--- src/hdl/fdtd_ram.sv ---
// Generic synchronous RAM: one write port, two registered read ports.
module fdtd_ram #(
  parameter int WIDTH = 32,
  parameter int DEPTH = 64
) (
  input  logic                     clk,
  input  logic                     we,
  input  logic [$clog2(DEPTH)-1:0] waddr,
  input  logic [WIDTH-1:0]         wdata,
  input  logic [$clog2(DEPTH)-1:0] raddr_a,
  output logic [WIDTH-1:0]         rdata_a,
  input  logic [$clog2(DEPTH)-1:0] raddr_b,
  output logic [WIDTH-1:0]         rdata_b
);

  logic [WIDTH-1:0] mem [DEPTH];

  always_ff @(posedge clk) begin
    if (we) begin
      mem[waddr] <= wdata;
    end
    rdata_a <= mem[raddr_a];
    rdata_b <= mem[raddr_b];
  end

endmodule

--- config.mk ---
export PLATFORM = sky130hd
export DESIGN_NAME = fdtd_ram
export DESIGN_NICKNAME = d
export VERILOG_FILES = /design/src/hdl/fdtd_ram.sv
export SDC_FILE = /design/constraint.sdc
export NUM_CORES = 2
export LEC_CHECK = 0
export BUFFER_PORTS_ARGS = -buffer_cell sky130_fd_sc_hd__buf_2
export CAP_MARGIN = 5
export CORE_UTILIZATION = 57
export CTS_CLUSTER_DIAMETER = 50
export DETAILED_ROUTE_END_ITERATION = 8
export GPL_TIMING_DRIVEN = 1
export HOLD_SLACK_MARGIN = 0.12
export PLACE_DENSITY = 0.84
export SLEW_MARGIN = 40
export SYNTH_ARGS = -nofsm -noshare
export SYNTH_HDL_FRONTEND = slang
export SYNTH_SLANG_ARGS = --single-unit
--- constraint.sdc ---
create_clock -name clk -period 4.7 [get_ports clk]
set_clock_uncertainty 0.2 [all_clocks]
set_input_delay 1.41 -clock clk [delete_from_list [all_inputs] [get_ports clk]]
set_output_delay 1.41 -clock clk [all_outputs]
set_load 0.03 [all_outputs]
* After elaboration in Yosys (flattened, before gate mapping)
Memory sizes are Yosys's and may differ from the RTL's. A register that Yosys moved wholly into a read port is not among the register bits. Index checks and enable logic that the tools add are counted.
Operators by class: multiplexer cells 2
Operators by type and width (number):
- 1-bit two-way mux | 2
Storage, ports and cells: register bits 0, memory bits (writable) 2048, bits of input ports 52, word-level logic and storage cells 3, memories 1
Memories:
- mem | words 64, width 32, rd ports 2, clocked after Yosys merged registers in 2, write ports 1, RTL line 16 | logic [WIDTH-1:0] mem [DEPTH];

* Depth between registers and ports, before layout
depth in word-level cells 2, depth in mapped cells 10

* Worst setup path after synthesis
OpenSTA, ideal clock, no wires.
path kind input to register, start point input port waddr[3], end point memory mem[48][0], enable pin, library setup time 0.461 ns, arrival time 4.140 ns, data required time 4.039 ns, slack -0.101 ns, cell stages on the path 4, path buffers 1, cell sequence clkbuf_1 nor2b_1 nand4b_1 nor3_1
RTL lines:
- start: declaration | RTL line 8 | input logic [$clog2(DEPTH)-1:0] waddr,
- end: declaration | RTL line 16
No word-level cell before the write port.

==> flow_metrics.py <==
metrics = {
    "run_status": {
        "status": "completed",
    },
    "yosys": {
        "yosys_warnings": 0,
        "netlist_area_um2": 95660,
        "syn_inst": 4412,
        "synth_top_area_share_pct": 64.29,
        "synth_cell_type_count": 38,
        "syn-num-nets": 4464,
        "ys_ff_latch": 2112,
        "synthTopCellsByArea": "edfxtp_1 (64%), mux4_2 (26%), mux2i_1 (2.1%)",
        "synthArstFlopShare_pct": 0,
        "ys_seq_area_share_pct": 65.63,
        "yosys.area.top_type": "edfxtp_1",
        "syn_area_per_cell_um2": 21.68,
        "synth_edf_count": 2048,
        "ys.flop_type": "edfxtp_1",
    },
    "floorplan": {
        "core_um2": 165700,
        "ios": 116,
        "die_y_um": 411.7,
        "row_count": 149,
        "initial_core_util_pct": 57.72,
        "die_area_um2": 169500,
        "fp.dieW_um": 411.7,
    },
    "clock_network": {
        "cts.repair.resized": 0,
        "clk_pin_slew_ps": 60,
        "cts.sinks": 2112,
        "clk_latency_ps": 880,
        "cts_hold_buf": 0,
        "cts_tree": "done",
        "cts_made_buffers": 207,
        "clock-root-buffer": "clkbuf_16",
        "htreeDepth": 4,
        "clock_path_buffers": 3,
        "post_cts_buffers": 0,
    },
    "place": {
        "hpwl_mm": 176.8,
        "postPlaceCellArea_um2": 101600,
        "dp_cells": 6721,
        "port_buffers": 115,
        "gp_congestion": 0.9212,
    },
    "pwr": {
        "p_leak_uw": 0.03467,
        "ir_worst_vdd_v": 0.0004330,
        "power_density_nw_per_um2": 389.8,
    },
    "worst_setup_path": {
        "critPathKind": "input port to flip-flop",
        "rrSetupSlack_ps": 2110,
        "r2r-start": "mem[10][24]$_DFFE_PP_",
        "r2r_cells": 4,
        "start_kind": "input port",
        "cp.required_ps": 5200,
        "cp.arrival_ps": 4340,
        "critPathLaunch": "raddr_b[1]",
        "crit_fanout": 33,
        "reg2reg_to": "rdata_b[24]$_DFF_P_",
        "critPathCapture": "rdata_b[21]$_DFF_P_",
        "end_kind": "flip-flop",
    },
    "layout": {
        "layout-drive-gt1-share_pct": 41.23,
        "final_area_um2": 108900,
        "nFillCells": 9613,
        "final_cells": 7122,
        "postLayoutCoreUtil_pct": 65.68,
        "mostFrequentLayoutCells": "edfxtp_1 (2048), mux4_2 (1124), buf_4 (307), clkbuf_16 (211), mux2i_1 (204)",
        "area_delta_synth_final_pct": 13.79,
        "layout_commonest_cell": "edfxtp_1",
        "final_nets": 4795,
    },
    "sta": {
        "slew_headroom_pct": 33.34,
        "worst_pin_slew_ps": 999.8,
        "finalSetupViolCount": 0,
        "fin_crit_ps": 3838,
        "maxSlewViolCount": 0,
        "timing.hold.ws_ps": 658.0,
        "tns_ps": 0,
        "rsz0062_at_grt": "false",
        "clock.fmax_mhz": 260.5,
        "hold_violations": 0,
        "fin_crit_sh_pct": 81.67,
    },
    "worst_hold_path": {
        "hold_path_class": "flip-flop to flip-flop",
    },
    "detailed_routing": {
        "wire_per_inst_um": 43.19,
        "vias": 56740,
        "wl_mm": 307.6,
        "drcViolationCount": 0,
        "drtIter0Drc": 10890,
        "dr.pass1.iters": 8,
        "drtAntennaViolNets": 0,
        "viasPerCell": 7.967,
    },
    "global_routing": {
        "grt_pass1_vias": 58160,
        "grt_pass1_wl_mm": 432.9,
        "antenna_found_initial": 30,
        "grt_max_degree": 68,
        "track_usage_pct": 36.69,
        "grt_overflow": 0,
    },
    "run": {
        "max-cap-violations": 0,
    },
}
-- how the worst min path moves through the flow --
| stage | start | endpoint | depth (start not counted) |
|---|---|---|---|
| 2_1_floorplan | mem[36][0]$_DFFE_PP_ | rdata_a[0]$_DFF_P_ | 4 |
| 6_report | mem[38][15]$_DFFE_PP_ | rdata_a[15]$_DFF_P_ | 4 |
| 3_3_place_gp | mem[37][18]$_DFFE_PP_ | rdata_a[18]$_DFF_P_ | 4 |
| 5_1_grt | mem[37][18]$_DFFE_PP_ | rdata_a[18]$_DFF_P_ | 4 |
| 3_5_place_dp | mem[39][15]$_DFFE_PP_ | rdata_a[15]$_DFF_P_ | 4 |
| 4_1_cts | mem[38][15]$_DFFE_PP_ | rdata_a[15]$_DFF_P_ | 4 |
-- state kept, by name, summed over array words and instances, names as in the netlist --
| signal | flops |
|---|---|
| mem | 2048 |
| rdata_a | 32 |
| rdata_b | 32 |
-- cells in the mapped netlist, types with 2 or more instances --
cell type / count
o21ai_0: 18
buf_6: 11
or2_2: 3
or3b_2: 2
and2_1: 6
nand3b_1: 6
mux4_2: 1124
nor2_1: 94
nand2b_1: 8
o22ai_1: 56
nor2b_1: 19
clkbuf_1: 135
o21ai_1: 31
mux2_2: 36
edfxtp_1: 2048
nor3_1: 3
buf_1: 25
o32a_1: 9
nand4_1: 2
a22oi_1: 85
or3_1: 2
nand2_1: 93
buf_4: 55
a21oi_1: 58
o211ai_1: 27
mux2i_1: 204
buf_2: 121
a221oi_1: 13
dfxtp_1: 64
a32oi_1: 9
a211oi_1: 15
o221ai_1: 16
nand3_1: 9
-- cells by family (layout without fill, tap and decap cells) --
family	count (synthesis)	after routing	synth area share [%]
buf+inv	348	860	1.826
mux	1364	1364	29.02
flops	2112	2112	65.63
compound gates	340	340	2.392
simple gates	248	248	1.133
other cells	0	9	0
-- worst max-delay path: stages --
cell and delay [ps]:
buf_8 310, buf_12 290, buf_12 270, buf_4 390
mux4_2 380, mux2_2 280, o211ai_1 680, a21oi_1 200
-- per-stage QoR --
step / setup WS (ps) / total power [uW]
after floorplan: 592.8 / 23470
after global placement: 285.3 / 24840
after detailed placement: 251.5 / 24920
after CTS: 1104 / 42280
after global routing: 963.3 / 43130
final: 861.5 / 42430
-- layer usage --
layer,part of all wire [%],wire (um),track usage [%],vias up
met4,8.4,25920,23.91,28
met5,0.077,236,0,-
met3,18,54130,13.88,1657
met2,45,137400,54.62,6296
met1,29,89940,45.26,28570
li1,-,-,-,20190
-- power by group --
part / switching (uW) / leakage [uW] / internal, uW / total [uW]
sequential: 161 / 0.0190 / 20800 / 21000
combinational: 2220 / 0.0122 / 1490 / 3720
clock: 7520 / 0.00352 / 10200 / 17700
-- final cells by class --
| type | count | area, um2 | share of cell area [%] |
|---|---|---|---|
| flip-flops and latches | 2112 | 62780 | 57.67 |
| clock inverters | 130 | 1653 | 1.518 |
| multi-input cells | 1952 | 31670 | 29.09 |
| well taps | 2189 | 2739 | 2.516 |
| repair buffers | 469 | 4403 | 4.045 |
| inverters | 1 | 3.754 | 0.003448 |
| clock buffers | 260 | 5583 | 5.129 |
| diodes | 9 | 22.52 | 0.02069 |
Note: power is estimated with default switching activity, not from simulation.
